--- src/hw/rtl/pbc_pkg.sv ---
package pbc_pkg;

  // Cache geometry.
  localparam int SLOTS      = 16;
  localparam int BLOCK_BITS = 20;
  localparam int PIN_BITS   = 8;

  localparam int SLOT_W  = $clog2(SLOTS);
  localparam int COUNT_W = $clog2(SLOTS + 1);
  localparam int STAMP_W = 32;

  // Configuration register widths.
  localparam int MAXRES_W = 5;
  localparam int BSIZE_W  = 21;
  localparam int BACK_W   = 32;
  localparam int CFG_IDX_W  = 2;
  localparam int CFG_DATA_W = 32;

  // Length arithmetic widths.
  localparam int PROD_W = BLOCK_BITS + BSIZE_W;
  localparam int EXT_W  = (PROD_W > BACK_W) ? PROD_W : BACK_W;
  localparam int LEN_W  = BSIZE_W;

  localparam logic [PIN_BITS-1:0] PIN_MAX = {PIN_BITS{1'b1}};

  // Configuration register indexes.
  localparam logic [CFG_IDX_W-1:0] CFG_MAX_RESIDENT = 2'd0;
  localparam logic [CFG_IDX_W-1:0] CFG_BLOCK_SIZE   = 2'd1;
  localparam logic [CFG_IDX_W-1:0] CFG_BACKING_SIZE = 2'd2;

  // Request commands.
  localparam logic CMD_LOCK   = 1'b0;
  localparam logic CMD_UNLOCK = 1'b1;

  // Result status codes.
  localparam logic [2:0] STAT_OK           = 3'd0;
  localparam logic [2:0] STAT_NOT_RESIDENT = 3'd1;
  localparam logic [2:0] STAT_NOT_PINNED   = 3'd2;
  localparam logic [2:0] STAT_NO_SLOT      = 3'd3;
  localparam logic [2:0] STAT_PIN_OVERFLOW = 3'd4;

  typedef struct packed {
    logic                  command;
    logic [BLOCK_BITS-1:0] block_number;
  } pbc_in_t;

  typedef struct packed {
    logic                  hit;
    logic [SLOT_W-1:0]     slot;
    logic                  fetch_needed;
    logic [LEN_W-1:0]      valid_length;
    logic                  evicted_valid;
    logic [BLOCK_BITS-1:0] evicted_block;
    logic [2:0]            status;
  } pbc_out_t;

  // Controller states.
  typedef enum logic [2:0] {
    S_IDLE,
    S_SEARCH,
    S_DECIDE,
    S_SCAN,
    S_EVICT,
    S_ALLOC,
    S_LEN,
    S_DONE
  } pbc_state_t;

  // Commands from the controller to the datapath.
  typedef struct packed {
    logic load_item;
    logic search;
    logic lock_hit;
    logic pin_ovf;
    logic not_resident;
    logic not_pinned;
    logic unlock_dec;
    logic scan_step;
    logic evict;
    logic alloc;
    logic len_calc;
    logic out_load;
  } pbc_cmd_t;

  // Status from the datapath to the controller.
  typedef struct packed {
    logic is_unlock;
    logic matched;
    logic pins_full;
    logic pins_zero;
    logic pins_one;
    logic at_limit;
    logic over_limit;
    logic scan_last;
    logic out_busy;
  } pbc_stat_t;

endpackage

--- src/hw/rtl/pbc_ctrl.sv ---
module pbc_ctrl (
  input  logic              clk,
  input  logic              rst_n,
  input  logic              in_valid,
  input  pbc_pkg::pbc_stat_t stat,
  output pbc_pkg::pbc_cmd_t  cmd,
  output logic              in_stall
);
  import pbc_pkg::*;

  pbc_state_t state_r;
  pbc_state_t state_nxt;

  // State register.
  always_ff @(posedge clk) begin
    if (!rst_n) begin
      state_r <= S_IDLE;
    end else begin
      state_r <= state_nxt;
    end
  end

  // Next-state logic.
  always_comb begin
    state_nxt = state_r;
    unique case (state_r)
      S_IDLE: begin
        if (in_valid) state_nxt = S_SEARCH;
      end
      S_SEARCH: state_nxt = S_DECIDE;
      S_DECIDE: begin
        if (!stat.is_unlock) begin
          if (stat.matched) begin
            state_nxt = stat.pins_full ? S_DONE : S_LEN;
          end else begin
            state_nxt = stat.at_limit ? S_SCAN : S_ALLOC;
          end
        end else begin
          if (stat.matched && stat.pins_one && stat.over_limit) begin
            state_nxt = S_SCAN;
          end else begin
            state_nxt = S_DONE;
          end
        end
      end
      S_SCAN: begin
        if (stat.scan_last) state_nxt = S_EVICT;
      end
      S_EVICT: state_nxt = stat.is_unlock ? S_DONE : S_ALLOC;
      S_ALLOC: state_nxt = S_LEN;
      S_LEN:   state_nxt = S_DONE;
      S_DONE: begin
        if (!stat.out_busy) state_nxt = S_IDLE;
      end
      default: state_nxt = S_IDLE;
    endcase
  end

  // Command decode.
  always_comb begin
    cmd      = '0;
    in_stall = 1'b1;
    unique case (state_r)
      S_IDLE: begin
        in_stall      = 1'b0;
        cmd.load_item = in_valid;
      end
      S_SEARCH: cmd.search = 1'b1;
      S_DECIDE: begin
        if (!stat.is_unlock) begin
          cmd.lock_hit = stat.matched && !stat.pins_full;
          cmd.pin_ovf  = stat.matched && stat.pins_full;
        end else begin
          cmd.not_resident = !stat.matched;
          cmd.not_pinned   = stat.matched && stat.pins_zero;
          cmd.unlock_dec   = stat.matched && !stat.pins_zero;
        end
      end
      S_SCAN:  cmd.scan_step = 1'b1;
      S_EVICT: cmd.evict     = 1'b1;
      S_ALLOC: cmd.alloc     = 1'b1;
      S_LEN:   cmd.len_calc  = 1'b1;
      S_DONE:  cmd.out_load  = !stat.out_busy;
      default: cmd = '0;
    endcase
  end

endmodule

--- src/hw/rtl/pbc_dpath.sv ---
module pbc_dpath (
  input  logic                            clk,
  input  logic                            rst_n,
  input  pbc_pkg::pbc_cmd_t               cmd,
  output pbc_pkg::pbc_stat_t              stat,
  input  pbc_pkg::pbc_in_t                in_data,
  input  logic                            cfg_valid,
  input  logic [pbc_pkg::CFG_IDX_W-1:0]   cfg_index,
  input  logic [pbc_pkg::CFG_DATA_W-1:0]  cfg_data,
  output logic                            out_valid,
  input  logic                            out_stall,
  output pbc_pkg::pbc_out_t               out_data
);
  import pbc_pkg::*;

  // Configuration registers.
  logic [MAXRES_W-1:0] max_res_r;
  logic [BSIZE_W-1:0]  bsize_r;
  logic [BACK_W-1:0]   back_r;

  // Entry store.
  logic [SLOTS-1:0]    valid_r;
  logic [BLOCK_BITS-1:0] tag_r   [SLOTS];
  logic [PIN_BITS-1:0]   pins_r  [SLOTS];
  logic [STAMP_W-1:0]    stamp_r [SLOTS];
  logic [STAMP_W-1:0]    clock_r;
  logic [COUNT_W-1:0]    count_r;

  // Request and search registers.
  logic                  item_cmd_r;
  logic [BLOCK_BITS-1:0] item_tag_r;
  logic                  match_r;
  logic [SLOT_W-1:0]     match_slot_r;
  logic [PROD_W-1:0]     prod_r;

  // Eviction scan registers.
  logic [SLOT_W-1:0]  scan_idx_r;
  logic               best_v_r;
  logic [SLOT_W-1:0]  best_slot_r;
  logic [STAMP_W-1:0] best_stamp_r;

  // Result registers.
  logic                  res_hit_r;
  logic [SLOT_W-1:0]     res_slot_r;
  logic                  res_alloc_r;
  logic                  res_len_en_r;
  logic                  res_ev_v_r;
  logic [BLOCK_BITS-1:0] res_ev_b_r;
  logic [2:0]            res_status_r;
  logic                  past_r;
  logic [BACK_W-1:0]     rem_r;

  // Output register.
  logic     out_valid_r;
  pbc_out_t out_data_r;

  // Combinational helpers.
  logic [SLOTS-1:0]    hit_vec;
  logic                search_hit;
  logic [SLOT_W-1:0]   search_slot;
  logic [SLOTS-1:0]    cand;
  logic                free_found;
  logic [SLOT_W-1:0]   free_slot;
  logic [PIN_BITS-1:0] cur_pins;
  logic [STAMP_W-1:0]  clock_inc;
  logic                scan_better;
  logic [EXT_W-1:0]    rem_full;
  logic [LEN_W-1:0]    len_val;

  // Configuration writes; unknown indexes are dropped.
  always_ff @(posedge clk) begin
    if (!rst_n) begin
      max_res_r <= MAXRES_W'(16);
      bsize_r   <= BSIZE_W'(4096);
      back_r    <= '0;
    end else if (cfg_valid) begin
      unique case (cfg_index)
        CFG_MAX_RESIDENT: max_res_r <= cfg_data[MAXRES_W-1:0];
        CFG_BLOCK_SIZE:   bsize_r   <= cfg_data[BSIZE_W-1:0];
        CFG_BACKING_SIZE: back_r    <= cfg_data[BACK_W-1:0];
        default: ;
      endcase
    end
  end

  // Parallel tag compare, lowest matching slot wins.
  always_comb begin
    search_hit  = 1'b0;
    search_slot = '0;
    for (int i = 0; i < SLOTS; i++) begin
      hit_vec[i] = valid_r[i] && (tag_r[i] == item_tag_r);
    end
    for (int i = SLOTS - 1; i >= 0; i--) begin
      if (hit_vec[i]) begin
        search_hit  = 1'b1;
        search_slot = SLOT_W'(i);
      end
    end
  end

  // Eviction candidates and lowest free slot.
  always_comb begin
    free_found = 1'b0;
    free_slot  = '0;
    for (int i = 0; i < SLOTS; i++) begin
      cand[i] = valid_r[i] && (pins_r[i] == '0);
    end
    for (int i = SLOTS - 1; i >= 0; i--) begin
      if (!valid_r[i]) begin
        free_found = 1'b1;
        free_slot  = SLOT_W'(i);
      end
    end
  end

  assign cur_pins    = pins_r[match_slot_r];
  assign clock_inc   = clock_r + STAMP_W'(1);
  assign scan_better = cand[scan_idx_r] &&
                       (!best_v_r || (stamp_r[scan_idx_r] < best_stamp_r));

  // Status toward the controller.
  always_comb begin
    stat.is_unlock  = (item_cmd_r == CMD_UNLOCK);
    stat.matched    = match_r;
    stat.pins_full  = (cur_pins == PIN_MAX);
    stat.pins_zero  = (cur_pins == '0);
    stat.pins_one   = (cur_pins == PIN_BITS'(1));
    stat.at_limit   = (32'(count_r) >= 32'(max_res_r));
    stat.over_limit = (32'(count_r) > 32'(max_res_r));
    stat.scan_last  = (scan_idx_r == SLOT_W'(SLOTS - 1));
    stat.out_busy   = out_valid_r && out_stall;
  end

  // Entry payload writes.
  always_ff @(posedge clk) begin
    if (cmd.lock_hit) begin
      pins_r[match_slot_r]  <= cur_pins + PIN_BITS'(1);
      stamp_r[match_slot_r] <= clock_inc;
    end
    if (cmd.unlock_dec) begin
      pins_r[match_slot_r] <= cur_pins - PIN_BITS'(1);
    end
    if (cmd.alloc && free_found) begin
      tag_r[free_slot]   <= item_tag_r;
      pins_r[free_slot]  <= PIN_BITS'(1);
      stamp_r[free_slot] <= clock_inc;
    end
  end

  // Valid bits, use clock and resident count.
  always_ff @(posedge clk) begin
    if (!rst_n) begin
      valid_r <= '0;
      clock_r <= '0;
      count_r <= '0;
    end else begin
      if (cmd.lock_hit) begin
        clock_r <= clock_inc;
      end
      if (cmd.evict && best_v_r) begin
        valid_r[best_slot_r] <= 1'b0;
        if (count_r != '0) count_r <= count_r - COUNT_W'(1);
      end
      if (cmd.alloc && free_found) begin
        valid_r[free_slot] <= 1'b1;
        clock_r            <= clock_inc;
        count_r            <= count_r + COUNT_W'(1);
      end
    end
  end

  // Request capture, tag search and block offset product.
  always_ff @(posedge clk) begin
    if (cmd.load_item) begin
      item_cmd_r <= in_data.command;
      item_tag_r <= in_data.block_number;
    end
    if (cmd.search) begin
      match_r      <= search_hit;
      match_slot_r <= search_slot;
      prod_r       <= PROD_W'(item_tag_r) * PROD_W'(bsize_r);
    end
  end

  // Least-recent scan, one slot per cycle.
  always_ff @(posedge clk) begin
    if (cmd.load_item) begin
      scan_idx_r <= '0;
      best_v_r   <= 1'b0;
    end else if (cmd.scan_step) begin
      scan_idx_r <= scan_idx_r + SLOT_W'(1);
      if (scan_better) begin
        best_v_r     <= 1'b1;
        best_slot_r  <= scan_idx_r;
        best_stamp_r <= stamp_r[scan_idx_r];
      end
    end
  end

  assign rem_full = EXT_W'(back_r) - EXT_W'(prod_r);

  // Result fields collected along the way.
  always_ff @(posedge clk) begin
    if (cmd.load_item) begin
      res_hit_r    <= 1'b0;
      res_slot_r   <= '0;
      res_alloc_r  <= 1'b0;
      res_len_en_r <= 1'b0;
      res_ev_v_r   <= 1'b0;
      res_ev_b_r   <= '0;
      res_status_r <= STAT_OK;
    end
    if (cmd.lock_hit) begin
      res_hit_r    <= 1'b1;
      res_slot_r   <= match_slot_r;
      res_len_en_r <= 1'b1;
    end
    if (cmd.pin_ovf) begin
      res_hit_r    <= 1'b1;
      res_slot_r   <= match_slot_r;
      res_status_r <= STAT_PIN_OVERFLOW;
    end
    if (cmd.not_resident) begin
      res_status_r <= STAT_NOT_RESIDENT;
    end
    if (cmd.not_pinned) begin
      res_slot_r   <= match_slot_r;
      res_status_r <= STAT_NOT_PINNED;
    end
    if (cmd.unlock_dec) begin
      res_slot_r <= match_slot_r;
    end
    if (cmd.evict && best_v_r) begin
      res_ev_v_r <= 1'b1;
      res_ev_b_r <= tag_r[best_slot_r];
    end
    if (cmd.alloc) begin
      if (free_found) begin
        res_slot_r   <= free_slot;
        res_alloc_r  <= 1'b1;
        res_len_en_r <= 1'b1;
      end else begin
        res_status_r <= STAT_NO_SLOT;
      end
    end
    if (cmd.len_calc) begin
      past_r <= (EXT_W'(prod_r) >= EXT_W'(back_r));
      rem_r  <= rem_full[BACK_W-1:0];
    end
  end

  // Clamp the remaining bytes to one block.
  always_comb begin
    if (!res_len_en_r || past_r) begin
      len_val = '0;
    end else if (rem_r < BACK_W'(bsize_r)) begin
      len_val = rem_r[LEN_W-1:0];
    end else begin
      len_val = bsize_r;
    end
  end

  // Output register; a finished beat waits here while the next request runs.
  always_ff @(posedge clk) begin
    if (!rst_n) begin
      out_valid_r <= 1'b0;
    end else if (cmd.out_load) begin
      out_valid_r <= 1'b1;
    end else if (out_valid_r && !out_stall) begin
      out_valid_r <= 1'b0;
    end
  end

  always_ff @(posedge clk) begin
    if (cmd.out_load) begin
      out_data_r.hit           <= res_hit_r;
      out_data_r.slot          <= res_slot_r;
      out_data_r.fetch_needed  <= res_alloc_r && (len_val != '0);
      out_data_r.valid_length  <= len_val;
      out_data_r.evicted_valid <= res_ev_v_r;
      out_data_r.evicted_block <= res_ev_b_r;
      out_data_r.status        <= res_status_r;
    end
  end

  assign out_valid = out_valid_r;
  assign out_data  = out_data_r;

endmodule

--- src/hw/rtl/pinned_block_cache_policy.sv ---
// Tag and replacement engine for a fully associative block cache of 16 slots
// with pin counts. Each lock or unlock request returns exactly one result beat.
// Requests are handled one at a time: a lock hit runs search, decide, length
// and done (no length step when its pin count is already full), an unlock
// search, decide and done, and a lock miss adds an allocation step before
// length; when an eviction is needed the least-recent search walks the slots
// one per cycle and an evict step follows. A finished result sits in the
// output register, so the next request is taken while it waits; that request
// holds in its last cycle until the waiting beat has been taken. The
// configuration port is always ready and must only be written while idle.
module pinned_block_cache_policy (
  input  logic                            clk,
  input  logic                            rst_n,
  input  logic                            in_valid,
  output logic                            in_stall,
  input  pbc_pkg::pbc_in_t                in_data,
  output logic                            out_valid,
  input  logic                            out_stall,
  output pbc_pkg::pbc_out_t               out_data,
  input  logic                            cfg_valid,
  output logic                            cfg_ready,
  input  logic [pbc_pkg::CFG_IDX_W-1:0]   cfg_index,
  input  logic [pbc_pkg::CFG_DATA_W-1:0]  cfg_data
);
  import pbc_pkg::*;

  pbc_cmd_t  cmd;
  pbc_stat_t stat;

  assign cfg_ready = 1'b1;

  pbc_ctrl u_ctrl (
    .clk      (clk),
    .rst_n    (rst_n),
    .in_valid (in_valid),
    .stat     (stat),
    .cmd      (cmd),
    .in_stall (in_stall)
  );

  pbc_dpath u_dpath (
    .clk       (clk),
    .rst_n     (rst_n),
    .cmd       (cmd),
    .stat      (stat),
    .in_data   (in_data),
    .cfg_valid (cfg_valid && cfg_ready),
    .cfg_index (cfg_index),
    .cfg_data  (cfg_data),
    .out_valid (out_valid),
    .out_stall (out_stall),
    .out_data  (out_data)
  );

endmodule

--- config.mk ---
export PLATFORM = sky130hd
export DESIGN_NAME = pinned_block_cache_policy
export DESIGN_NICKNAME = d
export VERILOG_FILES = /design/src/hw/rtl/pbc_pkg.sv /design/src/hw/rtl/pbc_ctrl.sv /design/src/hw/rtl/pbc_dpath.sv /design/src/hw/rtl/pinned_block_cache_policy.sv
export SDC_FILE = /design/constraint.sdc
export NUM_CORES = 2
export LEC_CHECK = 0
export BUFFER_PORTS_ARGS = -buffer_cell sky130_fd_sc_hd__buf_2
export CAP_MARGIN = 20
export CORE_UTILIZATION = 35
export CTS_CLUSTER_DIAMETER = 120
export DETAILED_ROUTE_END_ITERATION = 6
export GPL_ROUTABILITY_DRIVEN = 0
export PLACE_DENSITY = 0.51
export SYNTH_ARGS = -nofsm -noshare
export SYNTH_HDL_FRONTEND = slang
export SYNTH_SLANG_ARGS = --single-unit
--- constraint.sdc ---
create_clock -name clk -period 14.98 [get_ports clk]
set_clock_uncertainty 0.2 [all_clocks]
set_input_delay 1.498 -clock clk [delete_from_list [all_inputs] [get_ports clk]]
set_output_delay 1.498 -clock clk [all_outputs]
set_load 0.01 [all_outputs]
After elaboration in Yosys (flattened, before gate mapping):

Memory sizes are Yosys's and may differ from the RTL's. A register that Yosys moved wholly into a read port is not among the register bits.
Cells that the tools add are included.

* register bits after elaboration: 338
* latch bits: 0
* bits in writable memories: 960
* memory bits (read-only): 0
* input bits: 60
* output and inout bits: 54
* memories: 3

* $add $sub $neg: 7
* $mul: 1
* div/mod/pow operators: 0
* order comparisons: 10
* equality and inequality tests: 31
* shift-type cells: 0
* mux-type cells: 125
* bitwise operators: 5
* reductions and logical operators: 95

Memories
* u_dpath.stamp_r: depth 16, bits a word 32, rd ports 1, clocked after Yosys merged registers in 1, write ports 1, line pbc_dpath.sv:25 `logic [STAMP_W-1:0] stamp_r [SLOTS];`
* u_dpath.tag_r: depth 16, bits a word 20, rd ports 17, clocked after Yosys merged registers in 1, write ports 1, line pbc_dpath.sv:23 `logic [BLOCK_BITS-1:0] tag_r [SLOTS];`
* u_dpath.pins_r: depth 16, bits a word 8, rd ports 17, clocked after Yosys merged registers in 0, write ports 1, line pbc_dpath.sv:24 `logic [PIN_BITS-1:0] pins_r [SLOTS];`

Operators with widths (number)
* $eq 20x20->1: 16
* $mux 4: 36
* $logic_not 8->1: 17
* $mux 32: 3
* $mux 3: 18
* $mux 16: 3
* $mux 1: 47
* $logic_and 1x1->1: 46
* $mux 21: 2
* $ge 41x32->1: 1
* $mul 20x21->41: 1
* $mux 20: 2
* $add 32x1->32 const B: 1
* $lt 32x21->1: 1
* $lt 32x32->1: 1
* $reduce_or 32->1: 1
* $sub 32x32->32: 1
* $pmux 3 s8: 1
* $reduce_bool 21->1: 1
* $mux 5: 4
* $and 16x16->16: 1
* $mux 8: 2
* $not 16->16: 1
* $or 16x16->16: 1
* 35 further kinds: 66

Depth between registers and ports, before layout:

* word-level depth: 22
* mapped depth: 30
* gate-level depth less buffers: 27

By module:

Synthesis repeated with hierarchy kept, for this count alone.

* cell total of the unflattened synthesis: 5577
* area, all modules: 72079.1 µm²

Modules (own cells, without submodules)
* pbc_dpath: times used 1, cells each 5527, area each 71687.5 µm², seq. area each 36485.0 µm²
* pbc_ctrl: times used 1, cells each 48, area each 380.4 µm², seq. area each 60.1 µm²
* pinned_block_cache_policy: times used 1, cells each 2, area each 11.3 µm², seq. area each 0.0 µm²

Worst setup path before layout:

OpenSTA, ideal clock, no wires.

* path type: register to register
* from: reg u_dpath.item_tag_r[3]
* to: reg u_dpath.prod_r[39] (data pin)
* arrival time: 7.623 ns
* path slack: 6.900 ns
* stages on the path, launching flop included: 28
* buffers on the path: 3
* period minus slack after synthesis: 8.080 ns
* cells stage by stage: edfxtp_1 clkbuf_1 buf_1 clkbuf_1 and2_1 fa_1 fa_1 inv_1 fa_1 inv_1 fa_1 fa_1 fa_1 inv_1 fa_1 inv_1 ha_1 a211o_1 a2111oi_0 nor3_1 o22ai_1 o41ai_2 o221ai_1 o2111a_1 nor3_1 a21o_1 a21oi_1 xnor2_1

* longest elaborated chain between the ends: 1

RTL lines
* start: declaration: line pbc_dpath.sv:31 `logic [BLOCK_BITS-1:0] item_tag_r;`
* start signal: assignment: line pbc_dpath.sv:176 `item_tag_r <= in_data.block_number;`
* $mul 20x21->41: line pbc_dpath.sv:181 `prod_r <= PROD_W'(item_tag_r) * PROD_W'(bsize_r);`
* end signal: assignment: line pbc_dpath.sv:181
* end: declaration: line pbc_dpath.sv:34 `logic [PROD_W-1:0] prod_r;`

Every way passes these cells.
A chain may end at the register's enable or synchronous reset.

Worst setup path after layout:

Ends and elaborated chain as after synthesis.

==> qor.csv <==
metric,value,unit
status,"complete, but fails checks",
violations,DRC,
place_ws,6948,ps
power.share.clock,34.0,%
yosysSeqAreaShare,52.80,%
vias,42280,
gr-usage-all-layers,19.20,%
clock-sinks,1306,
cp.arrival,8450,ps
ant_nets,0,
synth_top_flop_cell,edfxtp_1,
p_leak,29.19,nW
synth_nets,5897,
cts_tree,yes,
final_util,39.98,%
rsz0062_at_grt,false,
grt_pass1_wl,291300,um
dr.pass1.iters,7,
finalPower,11.00,mW
antenna_found_initial,12,
drt_iter0_drc,3836,
hold_violations,0,
switching_share,30.84,%
period_share,53.92,%
post_drt_wl_per_cell,24.22,um
coreArea,202700,um^2
cts_post_setup_buffers_inserted,0,
num-nets-final,6057,
clockBufferDepth,3,
area_growth,13.12,%
rrSetupSlack,6900,ps
ys_warn_count,0,
maxSlewHeadroom,24.27,%
postCtsHoldBufs,0,
io-pin-count,114,
dieArea,206500,um^2
fill_cells,18890,
fin_ws,6903,ps
yosysMostFrequentCell,edfxtp_1,
drt-total-wl,198100,um
grt_max_degree,79,
synth_enable_flop_cells,1167,
syn_avg_cell_area,13.73,um^2
async_reset_ff_share,0,%
grt_pass1_vias,43350,
synth_common_cells,"edfxtp_1 (1167), inv_1 (529), nand2_1 (404)",
worstReg2RegStart,u_dpath.item_tag_r[3]$_DFFE_PP_,
die_x,454.4,um
crit_fanout,22,
numPortBuffers,112,
r2r_cells,24,
drive_above_1_share,15.43,%
ys_ff_latch,1306,
stdcell_area,81040,um^2
vias_per_cell,5.169,
root_buffer,clkbuf_16,
synth_top_area_share,48.91,%
holdPathStages,0,
internal_power,7.608,mW
startpoint_type,flip-flop,
reg2reg_to,u_dpath.prod_r[39]$_DFFE_PP_,
min_to,u_dpath.out_data[2]$_DFFE_PP_,
worst_pin_slew,1133,ps
synth_cell_types,90,
clkTransAtPathRegs,60,ps
start_util,35.34,%
synth_area,71650,um^2
ctsHtreeMaxLevel,4,
fin_cells,8180,
drc,2,
hold_path_class,flip-flop to flip-flop,
die_h,454.4,um
synth_top_cell_by_area,edfxtp_1,
max-vdd-ir-drop,129.3,uV
cts_resized,0,
setup_tns,0,ps
place_area,75770,um^2
max_freq,123.8,MHz
final_max_slew_viol_count,0,
rows,165,
syn-instance-count,5219,
insertion_delay,820,ps
power_frac_seq,41.0,%
cts_made_buffers,149,
p_sw,3.393,mW
whs,217.9,ps
dp_cells,7876,
critical_path_class,flip-flop to flip-flop,
powerDensity,135.7,nW/um^2
period_minus_slack,8077,ps
cap_violations,0,
setup_viol,0,
holdCritStartpoint,u_dpath.res_status_r[2]$_DFF_P_,
cp.required,15350,ps
p_comb_share,25.0,%
synth_area_leaders,"edfxtp_1 (49%), fa_1 (9.5%), mux4_2 (9.1%), ha_1 (4.9%), dfxtp_1 (3.9%)",
endpoint_kind,flip-flop,
hpwlAfterDp,134600,um
overflow,0,
-- layout by cell type, fill, tap and decap left out, drive strengths merged, types with 38 or more instances in the layout --
| master | netlist | final |
|---|---|---|
| clkbuf | 194 | 202 |
| a21o | 64 | 64 |
| mux4 | 295 | 295 |
| inv | 529 | 532 |
| nand4 | 89 | 89 |
| and2 | 268 | 268 |
| nor2 | 181 | 181 |
| clkinv | 2 | 51 |
| nand3 | 85 | 85 |
| buf | 56 | 258 |
| edfxtp | 1167 | 1167 |
| ha | 278 | 278 |
| nor2b | 38 | 38 |
| a21oi | 105 | 105 |
| nor4 | 65 | 65 |
| o21ai | 84 | 84 |
| nand2 | 404 | 404 |
| a21boi | 74 | 74 |
| xnor2 | 316 | 316 |
| dfxtp | 139 | 139 |
| fa | 340 | 340 |
| xor2 | 127 | 127 |
-- how the worst max path moves through the flow --
stage | slack (ps) | to | start | cells after the start
global placement | 7030 | u_dpath.prod_r[39]$_DFFE_PP_ | u_dpath.item_tag_r[3]$_DFFE_PP_ | 24
detailed placement | 6950 | u_dpath.prod_r[39]$_DFFE_PP_ | u_dpath.item_tag_r[3]$_DFFE_PP_ | 24
global route | 6580 | u_dpath.prod_r[39]$_DFFE_PP_ | u_dpath.item_tag_r[3]$_DFFE_PP_ | 24
floorplan | 6900 | u_dpath.prod_r[39]$_DFFE_PP_ | u_dpath.item_tag_r[3]$_DFFE_PP_ | 27
finish | 6900 | u_dpath.prod_r[39]$_DFFE_PP_ | u_dpath.item_tag_r[3]$_DFFE_PP_ | 24
CTS | 6910 | u_dpath.prod_r[39]$_DFFE_PP_ | u_dpath.item_tag_r[3]$_DFFE_PP_ | 24
-- power groups by stage --
stage / sequential (mW) / combinational, mW / clock [mW]
6_report: 4.51 / 2.75 / 3.74
5_1_grt: 4.53 / 3.05 / 3.95
3_3_place_gp: 4.59 / 2.74 / 0
2_1_floorplan: 4.50 / 1.93 / 0
4_1_cts: 4.51 / 2.78 / 3.82
3_5_place_dp: 4.59 / 2.76 / 0
-- layout make-up --
cell class | count | area [um^2] | share of cell area [%]
Clock buffer | 201 | 4095 | 5.053
Sequential cell | 1306 | 37840 | 46.70
Timing Repair Buffer | 259 | 1704 | 2.103
Inverter | 531 | 1993 | 2.459
Clock inverter | 75 | 988.4 | 1.220
Multi-Input combinational cell | 3132 | 31060 | 38.33
Antenna cell | 4 | 10.01 | 0.01235
Tap cell | 2672 | 3343 | 4.125
-- worst max-delay path, cell delays in order (launching register included) --
cell,delay (ps)
edfxtp_1,1060
and2_1,260
fa_1,460
fa_1,510
inv_1,50
fa_1,480
inv_1,50
fa_1,480
fa_1,520
fa_1,490
inv_1,50
fa_1,480
inv_1,40
ha_1,340
a211o_1,340
a2111oi_0,390
nor3_1,110
o22ai_1,210
o41ai_2,170
o221ai_1,350
o2111a_1,280
nor3_1,80
a21o_1,180
a21oi_1,170
xnor2_1,80
-- registers in the layout, summed over array words and instances, names as in the netlist, 3 cells and up, named ones only --
signal / flops
u_dpath.item_tag_r: 20
u_dpath.bsize_r: 21
u_dpath.out_data: 51
u_dpath.res_ev_b_r: 20
u_dpath.res_status_r: 3
u_dpath.best_stamp_r: 32
u_dpath.max_res_r: 5
u_dpath.prod_r: 41
u_dpath.back_r: 32
u_dpath.res_slot_r: 4
u_dpath.match_slot_r: 4
u_dpath.pins_r: 128
u_dpath.tag_r: 320
u_ctrl.state_r: 3
u_dpath.rem_r: 32
u_dpath.stamp_r: 512
u_dpath.valid_r: 16
u_dpath.best_slot_r: 4
u_dpath.clock_r: 32
u_dpath.scan_idx_r: 4
u_dpath.count_r: 5
-- logic make-up (layout without fill, tap and decap cells) --
logic type | Yosys count | count (layout) | share of synthesized area, %
AND/OR/NAND/NOR | 1266 | 1266 | 8.988
multiplexers | 338 | 338 | 9.939
flip-flops | 1306 | 1306 | 52.80
AO/OA/AOI/OAI | 466 | 466 | 4.343
other | 1 | 5 | 0.005234
buffers and inverters | 781 | 1066 | 4.158
XOR/XNOR | 443 | 443 | 5.415
adder cells (fa/ha/maj) | 618 | 618 | 14.36
-- per-layer routing --
metal	global-route usage, %	up-vias	part of all wire [%]
met5	0	-	0.012
met4	5.845	4	2.6
met3	3.094	247	5.5
met2	29.90	1158	46
met1	27.44	21920	46
li1	-	18960	-
No activity file was read; power rests on OpenSTA's default activity.
